===== src/rqdo_pkg.sv =====
// Package for the report queue with drop-oldest overflow.
// Holds the queue depth, field codes, and the item, entry and control struct types.
// No dependencies.
package rqdo_pkg;

	// Queue geometry.
	localparam int QUEUE_DEPTH = 48;
	localparam int PTR_W = (QUEUE_DEPTH > 1) ? $clog2(QUEUE_DEPTH) : 1;
	localparam int FILL_W = $clog2(QUEUE_DEPTH + 1);

	// Opcodes of an input item.
	localparam logic [1:0] OP_PUSH = 2'd0;
	localparam logic [1:0] OP_TOOK = 2'd1;
	localparam logic [1:0] OP_REJECT = 2'd2;

	// Report ids and their body lengths.
	localparam logic [1:0] KIND_NONE = 2'd0;
	localparam logic [1:0] KIND_KEYBOARD = 2'd1;
	localparam logic [1:0] KIND_CONSUMER = 2'd2;
	localparam logic [3:0] LEN_NONE = 4'd0;
	localparam logic [3:0] LEN_KEYBOARD = 4'd8;
	localparam logic [3:0] LEN_CONSUMER = 4'd12;

	typedef struct packed {
		logic [1:0] opcode;
		logic [1:0] report_kind;
		logic [63:0] body_low;
		logic [31:0] body_high;
	} item_t;

	typedef struct packed {
		logic head_valid;
		logic [1:0] head_kind;
		logic [3:0] head_length;
		logic [63:0] head_body_low;
		logic [31:0] head_body_high;
		logic [5:0] queued_count;
		logic [31:0] drop_count;
		logic [31:0] sent_count;
	} result_t;

	// One stored report: consumer flag and the body.
	typedef struct packed {
		logic consumer;
		logic [63:0] body_low;
		logic [31:0] body_high;
	} entry_t;

	// Commands from the controller to the datapath.
	typedef struct packed {
		logic capture;
		logic write_entry;
		logic advance_wr;
		logic advance_rd;
		logic fill_inc;
		logic fill_dec;
		logic drop_inc;
		logic sent_inc;
		logic read_head;
		logic load_result;
	} cmd_t;

	// Status from the datapath to the controller.
	typedef struct packed {
		logic push_req;
		logic resp_req;
		logic took;
		logic empty;
		logic full;
	} status_t;

endpackage


===== src/rqdo_ctrl.sv =====
// Controller state machine for the report queue.
// Sequences capture, update, head read and result load; owns the handshakes.
// Depends on rqdo_pkg.
module rqdo_ctrl (
	input logic clk,
	input logic arst_n,
	input logic item_valid,
	output logic item_ready,
	output logic result_valid,
	input logic result_ready,
	input rqdo_pkg::status_t status,
	output rqdo_pkg::cmd_t cmd
);

	localparam logic [1:0] ST_IDLE = 2'd0;
	localparam logic [1:0] ST_EXEC = 2'd1;
	localparam logic [1:0] ST_READ = 2'd2;
	localparam logic [1:0] ST_LOAD = 2'd3;

	logic [1:0] state_q;
	logic [1:0] state_d;
	logic result_valid_q;
	logic load_ok;

	assign item_ready = (state_q == ST_IDLE);
	assign result_valid = result_valid_q;
	assign load_ok = !result_valid_q || result_ready;

	// Next state and command decode.
	always_comb begin
		state_d = state_q;
		cmd = '0;
		case (state_q)
			ST_IDLE: begin
				if (item_valid) begin
					cmd.capture = 1'b1;
					state_d = ST_EXEC;
				end
			end
			ST_EXEC: begin
				if (status.push_req) begin
					cmd.write_entry = 1'b1;
					cmd.advance_wr = 1'b1;
					if (status.full) begin
						cmd.advance_rd = 1'b1;
						cmd.drop_inc = 1'b1;
					end else begin
						cmd.fill_inc = 1'b1;
					end
				end else if (status.resp_req && !status.empty) begin
					cmd.advance_rd = 1'b1;
					cmd.fill_dec = 1'b1;
					cmd.sent_inc = status.took;
				end
				state_d = ST_READ;
			end
			ST_READ: begin
				cmd.read_head = 1'b1;
				state_d = ST_LOAD;
			end
			ST_LOAD: begin
				if (load_ok) begin
					cmd.load_result = 1'b1;
					state_d = ST_IDLE;
				end
			end
			default: begin
				state_d = ST_IDLE;
			end
		endcase
	end

	// State register and result valid flag.
	always_ff @(posedge clk or negedge arst_n) begin
		if (!arst_n) begin
			state_q <= ST_IDLE;
			result_valid_q <= 1'b0;
		end else begin
			state_q <= state_d;
			if (cmd.load_result) begin
				result_valid_q <= 1'b1;
			end else if (result_ready) begin
				result_valid_q <= 1'b0;
			end
		end
	end

	// The output register is never overwritten while it holds an unsent result.
	assert property (@(posedge clk) disable iff (!arst_n)
		cmd.load_result |-> (!result_valid_q || result_ready))
		else $error("result overwritten before transfer");

	// At most one of fill increment, fill decrement and drop increment per update.
	assert property (@(posedge clk) disable iff (!arst_n)
		$onehot0({cmd.fill_inc, cmd.fill_dec, cmd.drop_inc}))
		else $error("conflicting fill commands");

	// A capture is always followed by the update step.
	assert property (@(posedge clk) disable iff (!arst_n)
		cmd.capture |=> (state_q == ST_EXEC))
		else $error("capture not followed by update");

endmodule


===== config.mk =====
export PLATFORM = sky130hd
export DESIGN_NAME = rqdo_ctrl
export DESIGN_NICKNAME = d
export VERILOG_FILES = /design/src/rqdo_pkg.sv /design/src/rqdo_ctrl.sv
export SDC_FILE = /design/constraint.sdc
export NUM_CORES = 1
export LEC_CHECK = 0
export BUFFER_PORTS_ARGS = -buffer_cell sky130_fd_sc_hd__clkbuf_2
export CORE_AREA = 4 4 41 43
export DETAILED_ROUTE_END_ITERATION = 10
export DIE_AREA = 0 0 45 47
export PLACE_DENSITY_LB_ADDON = 0.3
export RECOVER_POWER = 50
export SLEW_MARGIN = 40
export SYNTH_ARGS = -nofsm -noshare
export SYNTH_HDL_FRONTEND = slang
export SYNTH_SLANG_ARGS = --single-unit

===== constraint.sdc =====
create_clock -name clk -period 1.4 [get_ports clk]
set_input_delay 0.14 -clock clk [delete_from_list [all_inputs] [get_ports clk]]
set_output_delay 0.14 -clock clk [all_outputs]
set_load 0.005 [all_outputs]

==> summary by stage, run 1 <==
Final layout
The final standard cell utilization of the core is 0.353. The final layout contains 66 nets. The antenna diode count is 0. The finished layout cell area is 459 um^2. The share of cells above drive strength 1 is 0.692. Compared with the post-synthesis result, the final layout area differs by 79.0%.

STA
The transition time at the pin with the least slew margin is 155 ps. The final-report max-slew violation count is 0. For this run, the top clock speed supported by timing is 665 MHz. The worst path setup slack after routing is -104 ps. After layout, the minimum clock period comes to 1500 ps. The final hold slack is 194 ps. The final setup violation count is 5.

In the final timing run, aggregate negative setup slack is -335 ps. The post-route clock skew is 1.35 ps. The share of the clock period used by the worst path is 1.07. Headroom to the max-slew limit came out at 0.897. The hold violation count in the final report is 0. Setup repair after global routing could not meet its margin everywhere.

CTS
The clock tree from TritonCTS is built. Buffers inserted during clock tree synthesis total 3. The CTS root buffer is sky130_fd_sc_hd__clkbuf_4. The clock insertion delay at the later pin of the skew report is 230 ps. The clock-pin slew of the registers on the worst-case setup and hold paths is 40 ps. CTS built an H-tree with a depth of 1. The buffer levels on the longest clock path is 2.

The number of clock sinks seen by CTS is 3.

Global route
Entering global routing, the biggest net connects 5 pins. The via count of the first global-routing pass is 279. The first global-routing pass estimated 1.01 mm of wire. After global routing the overflow that remains totals 0. Across every metal layer, demand over resource in global routing totals 0.0681.

The number of antenna violations at the first check in global routing is 0.

Worst hold path
Counting instances, the worst hold path has a depth of 3. The path category of the worst min-delay check is in -> reg. In this run the most critical hold path is launched from result_ready. The sink of the worst hold path is result_valid.

Worst setup path
The biggest fanout along the worst timing path is 3. For this run, the slowest stage of the critical path takes 390 ps. The launch point of the worst path is state_q[1].

The internal reg-to-reg setup slack is -100 ps. The kind of cell adding the most delay to the critical path is flip-flops. Walking the worst path, the cells encountered are clkbuf_1, ha_2, and3b_2, a21oi_4, mux2_4. The required arrival time at the worst endpoint is 1510 ps. The critical path start-end classification is reg -> reg.

The endpoint class of the critical path is a flip-flop. The worst register-to-register path begins at state_q[1]. The slowest stage of the critical path belongs to the cell sky130_fd_sc_hd__dfrtp_1. The end of the worst register-to-register path is state_q[1].

Data arrives at the worst endpoint at 1610 ps. The critical path buffer and inverter count is 1. The startpoint type of the worst setup path is a flip-flop. The depth of the worst register-to-register path is 5.

Yosys
The most common flop cell mapped by yosys is sky130_fd_sc_hd__dfrtp_1. By count the netlist is led by sky130_fd_sc_hd__and2_1 (4), sky130_fd_sc_hd__ha_1 (4), sky130_fd_sc_hd__dfrtp_1 (3), sky130_fd_sc_hd__inv_1 (3), sky130_fd_sc_hd__nand2b_1 (2). The synthesized design contains 0 enable-type register cells. The post-synthesis register bit count is 3. The number of warnings reported in the yosys synthesis log is 0. The share of flip-flops with an asynchronous set or reset is 1.00. The register area share after synthesis is 0.293. Ranked by total cell area, the synthesized netlist is headed by sky130_fd_sc_hd__dfrtp_1 (29%), sky130_fd_sc_hd__ha_1 (20%), sky130_fd_sc_hd__and2_1 (9.8%), sky130_fd_sc_hd__mux2_4 (5.9%), sky130_fd_sc_hd__and4bb_2 (4.9%). The share of the synthesized area in the top cell type is 0.293.

The largest total area in the synthesized netlist belongs to sky130_fd_sc_hd__dfrtp_1. The number of nets produced by synthesis is 38. The cell count after synthesis came out at 25.

The netlist area before placement is 256 um^2. In this run, distinct cell masters in the synthesized netlist total 14. A synthesized cell averages 10.3 um^2.

Place
The setup slack at placement is -23.8 ps. The routability-driven placement congestion ratio is 0.640. The port buffer count is 20. The HPWL reported at the end of detailed placement is 487 um. The post-place instance area is 368 um^2.

Route
In the detailed route, the total length drawn on met2 is 322 um. The uppermost metal layer occupied by signal nets is met3. After detailed routing, the number of remaining DRC violations is 0. The detailed router put a total of 199 um of wire on met1. The count of nets left with antenna violations once routing finished came out at 0.

The routed via count is 281. The via density per instance is 4.19. The sum of routed wire length over all layers is 606 um. The iteration count of the initial detailed-routing pass is 2.

For this block, the initial DRC count from the detailed router was 1. In the detailed route, the total length drawn on met3 is 85 um. The wire length per cell after detailed routing is 9.04 um.

Status
The final reports fail on setup timing. The run finished, with violations left.

Die
From left edge to right edge, the die measures 45 um. For this configuration, the core starts out at a cell density of 0.197. The region available for standard cell placement spans 1300 um^2. During I/O placement, the number of pins put on the boundary was 21. The die height is 47 um.

The floorplan has 13 rows. The die covers 2120 um^2.

Pwr
The leakage power of the design is 0.251 nW. The share of total power dissipated in sequential elements is 0.218. The power per standard cell area is 1800 nW/um^2. The switching portion of total power is 0.350. The switching component of the power is 0.290 mW. The part of the total power dissipated in combinational logic is 0.603.

The proportion of power drawn by the clock network is 0.179. The internal portion of the total power is 0.538 mW. Across the VDD grid, the largest voltage drop is 0.606 mV.

Run
Max-cap violations in this run came to 0.
-- through the flow --
stage / power (mW) / std cells
after detailed placement: 0.570 / 59
after CTS: 0.827 / 67
after global placement: 0.574 / 59
after floorplan: 0.431 / 25
final: 0.828 / 67
after global routing: 0.917 / 67
-- worst max-delay path by stage --
stage | cells after the start | slack, ps | end
finish | 5 | -100 | state_q[1]
global route | 5 | -160 | cmd[9]
CTS | 4 | -110 | cmd[6]
detailed placement | 4 | -20 | state_q[1]
global placement | 4 | -30 | state_q[1]
floorplan | 4 | 60 | state_q[1]
-- cell type report --
| cell class | instances | area [um^2] |
|---|---|---|
| fill | 142 | 842 |
| multi-input combinational | 18 | 199 |
| timing repair buffer | 24 | 128 |
| sequential | 3 | 76.3 |
| clock buffer | 4 | 26.3 |
| tap | 15 | 18.8 |
| inverter | 3 | 11.3 |
-- layout by cell type, fill, tap and decap left out, types with 2 or more instances in the layout --
cell / Yosys / final
sky130_fd_sc_hd__and2_1: 4 / 3
sky130_fd_sc_hd__dfrtp_1: 3 / 2
sky130_fd_sc_hd__ha_2: 0 / 2
sky130_fd_sc_hd__clkbuf_4: 0 / 3
sky130_fd_sc_hd__nand2b_1: 2 / 2
sky130_fd_sc_hd__buf_4: 1 / 2
sky130_fd_sc_hd__clkbuf_1: 0 / 3
sky130_fd_sc_hd__inv_1: 3 / 2
sky130_fd_sc_hd__clkbuf_2: 0 / 19
-- logic make-up after synthesis --
kind of cell | after synthesis | share of synthesized area
DFF | 3 | 0.293
and+or+nand+nor | 11 | 0.302
adders and majority gates | 4 | 0.195
muxes | 1 | 0.0585
buffers and inverters | 4 | 0.0732
AOI/OAI and AO/OA | 2 | 0.0781
-- registers in the layout (all words and copies together) (netlist names) --
register / cells
state_q: 2
result_valid: 1
-- per-layer routing --
layer / vias to the layer above / global-route usage
li1: 139 / -
met1: 129 / 0.0573
met5: - / 0
met3: 0 / 0.0268
met2: 13 / 0.127
met4: 0 / 0.0526
-- worst reg2reg max path: stages (launching register included) --
cell	delay (ps)
sky130_fd_sc_hd__dfrtp_1	390
sky130_fd_sc_hd__clkbuf_1	140
sky130_fd_sc_hd__ha_2	190
sky130_fd_sc_hd__and3b_2	220
sky130_fd_sc_hd__a21oi_4	130
sky130_fd_sc_hd__mux2_4	310
-- power groups by stage --
stage	combinational, mW	sequential [mW]	clock, mW
6_report	0.499	0.180	0.149
5_1_grt	0.562	0.189	0.166
3_5_place_dp	0.392	0.178	0
3_3_place_gp	0.397	0.178	0
2_1_floorplan	0.260	0.170	0
4_1_cts	0.494	0.174	0.159
-- repair_timing --
action	in CTS	in global routing
setup buffers	3	0
pin swaps	5	2
hold buffers	1	0
gates resized for setup	6	4
endpoints found under the hold margin	3	0
setup endpoints to repair	5	7
Power figures use the tool's default switching activity.
==> run 2: changes to the inputs <==
--- a/config.mk
+++ b/config.mk
@@ -10,8 +10,8 @@
 export DETAILED_ROUTE_END_ITERATION = 10
 export DIE_AREA = 0 0 45 47
 export PLACE_DENSITY_LB_ADDON = 0.3
-export RECOVER_POWER = 50
 export SLEW_MARGIN = 40
 export SYNTH_ARGS = -nofsm -noshare
 export SYNTH_HDL_FRONTEND = slang
 export SYNTH_SLANG_ARGS = --single-unit
+export TNS_END_PERCENT = 100
==> summary by stage, run 2 (synthesis gave the netlist of run 1 again) <==
CTS
The CTS root buffer is sky130_fd_sc_hd__clkbuf_4. The number of levels in the clock H-tree is 1. The number of clock sinks seen by CTS is 3. The clock passes through at most 2 buffers. The clock tree from TritonCTS is built.

Clock-pin slew was measured on the worst setup and hold paths at 40 ps. Counting the buffers created by CTS gives 3. At the later pin of the worst-skew pair, clock insertion delay measures 230 ps.

Worst setup path
The worst setup path is launched from a flip-flop. The worst setup path is captured at a flip-flop. The critical path buffer and inverter count is 1. In this design, the largest share of critical-path delay is due to flip-flops. In this run the worst path has a maximum fanout of 3. Among all stages on the critical path, the largest delay is contributed by sky130_fd_sc_hd__dfrtp_1.

In this run the worst setup path begins at state_q[1]. The startpoint identified for the worst register-to-register timing path is state_q[1]. Data on the critical path arrives at its endpoint at 1610 ps. The peak per-stage delay on the critical path is 390 ps. STA puts the critical path data required time at 1510 ps. The critical path start-end classification is reg -> reg. The critical path goes through buf_4, ha_2, and3b_2, a21oi_4, mux2_4.

Final layout
The total number of nets in the final design is 66. The top register by number of flip-flops is state_q. From synthesis to final layout, the design area changed by 81.0%. The number of fill cells in the layout is 139. For this run, the share of the core covered by cells in the final layout is 0.357.

The top cell types in the final layout, fill and taps aside, are sky130_fd_sc_hd__clkbuf_2 (20), sky130_fd_sc_hd__and2_1 (3), sky130_fd_sc_hd__clkbuf_4 (3), sky130_fd_sc_hd__buf_4 (3). After the flow finishes, the layout carries non-filler instances totaling 67. With fillers left out, the area of the finished cells amounts to 464 um^2. The number of flip-flops under the largest register name is 2. The share of cells above drive strength 1 is 0.731. Leaving out fill and tap cells, the most frequent cell in the layout is sky130_fd_sc_hd__clkbuf_2.

The repair_antennas step left the layout with diodes totalling 0.

Route
The sum of routed wire length over all layers is 608 um. After detailed routing, the average wire length per cell comes to 9.07 um. The iteration count of the initial detailed-routing pass is 2. The routed via count is 281. The violation count after the first detailed-route iteration is 1. In the routed design, unresolved DRC markers number 0.

The via density per instance is 4.19. The residual antenna-violating net count after detailed routing is 0.

Place
At the end of routability-driven placement, the weighted congestion stood at 0.640. The HPWL after detailed placement is 487 um. The total placed cells including tap cells is 59.

During placement, the flow inserted port buffers numbering 20. After detailed placement, the total cell area comes to 368 um^2.

Die
The initial utilization of the core area, before any placement, comes to 0.197. The number of placed I/O pins is 21. The core region is 1300 um^2.

The die is 45 um wide. The number of cell rows is 13. The area of the die is 2120 um^2. The die height is 47 um.

Pwr
The maximum ir drop on the vdd rail is 0.606 mV. Power comes to 0.841 mW. The leakage power of the design is 0.257 nW. In this run the power density over the cells is 1810 nW/um^2.

Status
The run finished, with violations left. The checks that failed: setup timing.

STA
Between clock sinks in the finished design, the worst skew comes to 1.38 ps. Derived from the worst setup path, the maximum achievable clock frequency is 668 MHz. The final-report max-slew violation count came to 0.

The hold violation count in the final report is 0. The transition time at the pin with the least slew margin is 122 ps. Across all hold checks on the routed design, the worst slack comes to 194 ps. Once routing completed, OpenROAD measured the worst setup slack at -97.5 ps.

The worst pin sits at a relative slew slack of 0.918. The share of the clock period used by the worst path is 1.07. Setup violations remaining at the end of the flow were counted as 4. Setup repair after global routing could not meet its margin everywhere.

Counting I/O delays and the setup requirement, the final critical path takes 1500 ps.

Global route
The global-route met3 utilization is 0.0268. For met1 alone, demand over resource in global routing was 0.0573. The global-route wire length before repair is 1.01 mm. The largest net degree at the start of global routing is 5. Across every metal layer, demand over resource in global routing totals 0.0681. Summed over all layers, the global routing overflow is 0. The number of antenna violations at the first check in global routing is 0. The met2 usage is 0.127. The most utilized layer in the global route result is met2. The via count of the first global-routing pass was 279.

Worst hold path
The worst hold path belongs to the class in -> reg. The hold path startpoint is result_ready.

Run
Max-cap violations in this run came to 0.
[run 2: final timing paths]
check / end / slack (ps) / cells past startpoint
min: result_valid / 190 / 3
max in group asynchronous: state_q[0] / 1040 / 2
max: state_q[1] / -100 / 5
max reg2reg: state_q[1] / -100 / 5
min in group asynchronous: result_valid / 240 / 2
min reg2reg: result_valid / 530 / 2
[run 2: where the power goes]
group	switching, mW	internal (mW)
combinational	0.204	0.307
sequential	0.0437	0.138
clock	0.0421	0.107
total	0.290	0.551
[run 2: final cells by class]
cell class              instances  area, um^2  area share
clock buffers                   4        26.3      0.0566
inverters                       3        11.3      0.0243
multi-input cells              18         199       0.429
flip-flops and latches          3        76.3       0.164
well taps                      15        18.8      0.0404
repair buffers                 24         133       0.286
[run 2: what timing repair did]
action / CTS / global route
endpoints found under the hold margin: 3 / 0
buffers inserted: 3 / 0
hold buffers: 1 / 0
pin swaps: 5 / 2
endpoints found under the setup margin: 5 / 7
gates resized for setup: 6 / 4
[run 2: routing by layer]
metal,vias up,share of wire
li1,139,-
met1,129,0.33
met2,13,0.53
met3,0,0.14
met4,0,0
met5,-,0
[run 2: per-stage QoR]
| stage | setup slack, ps | setup TNS, ps |
|---|---|---|
| 4_1_cts | -115 | -338 |
| 3_5_place_dp | -23.8 | -23.8 |
| 2_1_floorplan | 58.6 | 0 |
| 6_report | -97.5 | -290 |
| 3_3_place_gp | -33.1 | -33.1 |
| 5_1_grt | -163 | -635 |
[run 2: worst register-to-register path: cells and delay by family, from the launching register on]
family | cells | cell delay (ps)
flops | 1 | 390
mux | 1 | 310
simple gates | 1 | 220
fa+ha+maj | 1 | 170
buf+inv | 1 | 150
compound gates | 1 | 130
==> run 3: changes to the inputs <==
--- a/config.mk
+++ b/config.mk
@@ -9,7 +9,8 @@
 export CORE_AREA = 4 4 41 43
 export DETAILED_ROUTE_END_ITERATION = 10
 export DIE_AREA = 0 0 45 47
-export PLACE_DENSITY_LB_ADDON = 0.3
+export PLACE_DENSITY = 0.55
+export SKIP_CTS_REPAIR_TIMING = 1
 export SLEW_MARGIN = 40
 export SYNTH_ARGS = -nofsm -noshare
 export SYNTH_HDL_FRONTEND = slang
==> summary by stage, run 3 (synthesis gave the netlist of run 1 again) <==
Worst setup path
The cell family contributing the most delay on the critical path is simple AND/OR/NAND/NOR gates. The biggest fanout along the worst timing path is 4. The critical path start-end classification is reg -> out.

The count of cell instances traversed by the critical path is 5. The critical path buffer and inverter count is 2. The launch point of the worst path is state_q[1]. The slowest stage of the critical path belongs to the cell sky130_fd_sc_hd__dfrtp_1. The required arrival time at the worst endpoint is 1260 ps. The peak per-stage delay on the critical path is 390 ps. In this run the register-to-register setup slack is -50 ps. Walking the worst path, the cells encountered are inv_2, ha_4, and4bb_2, or2_1, clkbuf_2.

The worst flop-to-flop path startpoint is state_q[0]. The worst register-to-register path ends at state_q[1]. The most critical setup path has its endpoint at cmd[6]. The startpoint type of the worst setup path is a flip-flop. The endpoint class of the critical path is an output pin.

The signal arrival time at the worst endpoint is 1390 ps. The depth of the worst register-to-register path is 4.

CTS
In this run, CTS created clock tree buffers numbering 3. In this run the clock root is driven by a sky130_fd_sc_hd__clkbuf_4. The clock insertion delay at the later pin of the skew report is 230 ps. For this design, the sink count on the clock tree is 3.

The number of levels in the clock H-tree is 1. TritonCTS built the clock tree. The buffer levels on the longest clock path is 2. The clock-pin slew of the registers on the worst-case setup and hold paths is 30 ps.

Status
The checks that failed: setup timing. The run finished, with violations left.

STA
The final hold slack is 216 ps. In the finished design, the share of the clock period the worst path needs comes to 1.09. The transition time at the pin with the least slew margin is 163 ps. The hold violation count in the final report is 0.

Between clock sinks in the finished design, the worst skew comes to 0.107 ps. The maximum clock rate is 655 MHz. The relative slew slack is 0.891.

The final-report max-slew violation count is 0. Setup violations remaining at the end of the flow were counted as 3. Setup repair after global routing could not meet its margin everywhere. Once routing completed, OpenROAD measured the worst setup slack at -128 ps.

For the finished layout, the period the worst path requires is 1530 ps. The total negative slack is -249 ps.

Global route
The number of antenna violations at the first check in global routing is 0. For this run, the total global-route usage over all layers was measured as 0.0507. Entering global routing, the biggest net connects 5 pins. The first global-routing pass estimated 745 um of wire. The via count of the first global-routing pass is 220.

For met3 alone, demand over resource in global routing was 0.0153. In this run the most used layer during global routing was met2. For met1 alone, demand over resource in global routing was 0.0412.

The met2 usage is 0.0932. For this run the aggregate overflow at the end of global routing stands at 0.

Pwr
The switching component of the power is 0.272 mW. Summing internal, switching and leakage power gives 0.765 mW. The leakage power of the design is 0.247 nW. Across the VDD grid, the largest voltage drop is 0.726 mV.

The share of total power dissipated in sequential elements is 0.247. The internal power summed over all cells is 0.493 mW. Of the total power, the share spent switching nets is 0.356. The power per standard cell area is 1800 nW/um^2.

Of the total power, combinational logic draws 0.561. The share of total power dissipated in the clock network is 0.192.

Die
The die height is 47 um. For this design the top-level I/O count stands at 21. The die extent in x is 45 um. The core outline area is 1300 um^2. The initial utilization of the core area, before any placement, comes to 0.197.

The area of the die is 2120 um^2. The initialized floorplan defines 13 standard-cell rows.

Final layout
The number of fill cells in the layout is 140. Leaving out fill and tap cells, the most frequent cell in the layout is sky130_fd_sc_hd__clkbuf_2. The area growth from synthesis to layout is 65.9%. The finished layout cell area is 425 um^2. The top register by number of flip-flops is state_q.

The number of flip-flops under the largest register name is 2. The final standard cell utilization of the core is 0.327. The share of cells above drive strength 1 is 0.620. The top cell types in the final layout, fill and taps aside, are sky130_fd_sc_hd__clkbuf_2 (20), sky130_fd_sc_hd__and2_1 (4), sky130_fd_sc_hd__ha_1 (3), sky130_fd_sc_hd__clkbuf_4 (3). The total number of nets in the final design is 64.

The antenna diode count is 0.

Route
The residual antenna-violating net count after detailed routing is 0. The final route contains 268 vias. The count of unresolved DRC violations after routing is 0. The detailed router finished its first iteration with 3 violations.

The iteration count of the initial detailed-routing pass is 2. The via density per instance is 4.12. The wire length per cell after detailed routing is 9.45 um.

The routed design has 614 um of wire.

Place
The post-place instance area is 368 um^2. The routability-driven placement congestion ratio is 0.704. The port buffer count is 20.

Run
The number of maximum-capacitance violations is 0.

Worst hold path
The path class of the tightest hold or removal check is in -> reg.
==> run 3: worst min-delay path by stage <==
stage	start	to	slack (ps)	cells past startpoint
detailed placement	arst_n	result_valid	-60	1
floorplan	arst_n	result_valid	-160	0
CTS	arst_n	result_valid	-310	1
finish	result_ready	result_valid	220	3
global route	result_ready	result_valid	200	3
global placement	arst_n	result_valid	-60	1
==> run 3: power groups by stage <==
stage / Sequential (mW) / Combinational [mW] / Clock (mW)
after floorplan: 0.170 / 0.260 / 0
after global placement: 0.175 / 0.397 / 0
after detailed placement: 0.176 / 0.400 / 0
after CTS: 0.175 / 0.401 / 0.157
after global routing: 0.194 / 0.475 / 0.166
final: 0.189 / 0.429 / 0.147
==> run 3: per-stage QoR <==
stage	std cells	setup slack, ps
4_1_cts	63	-208
5_1_grt	65	-192
3_5_place_dp	59	-18.0
6_report	65	-128
2_1_floorplan	25	58.6
3_3_place_gp	59	-22.9
==> run 3: layer usage <==
| layer | up-vias | wire length, um |
|---|---|---|
| met1 | 121 | 231 |
| li1 | 133 | - |
| met2 | 14 | 303 |
| met4 | 0 | 0 |
| met5 | - | 0 |
| met3 | 0 | 79 |
==> run 3: final cells by class <==
cell class | count | area (um^2) | area share
Clock buffer | 4 | 26.3 | 0.0618
Tap cell | 15 | 18.8 | 0.0441
Timing Repair Buffer | 22 | 118 | 0.276
Sequential cell | 3 | 76.3 | 0.179
Multi-Input combinational cell | 18 | 175 | 0.412
Inverter | 3 | 11.3 | 0.0265
==> run 3: worst register-to-register path, stage by stage (launching register included) <==
cell                      delay (ps)
sky130_fd_sc_hd__dfrtp_2         430
sky130_fd_sc_hd__ha_1            220
sky130_fd_sc_hd__and3b_1         210
sky130_fd_sc_hd__a21oi_2         150
sky130_fd_sc_hd__mux2_4          320
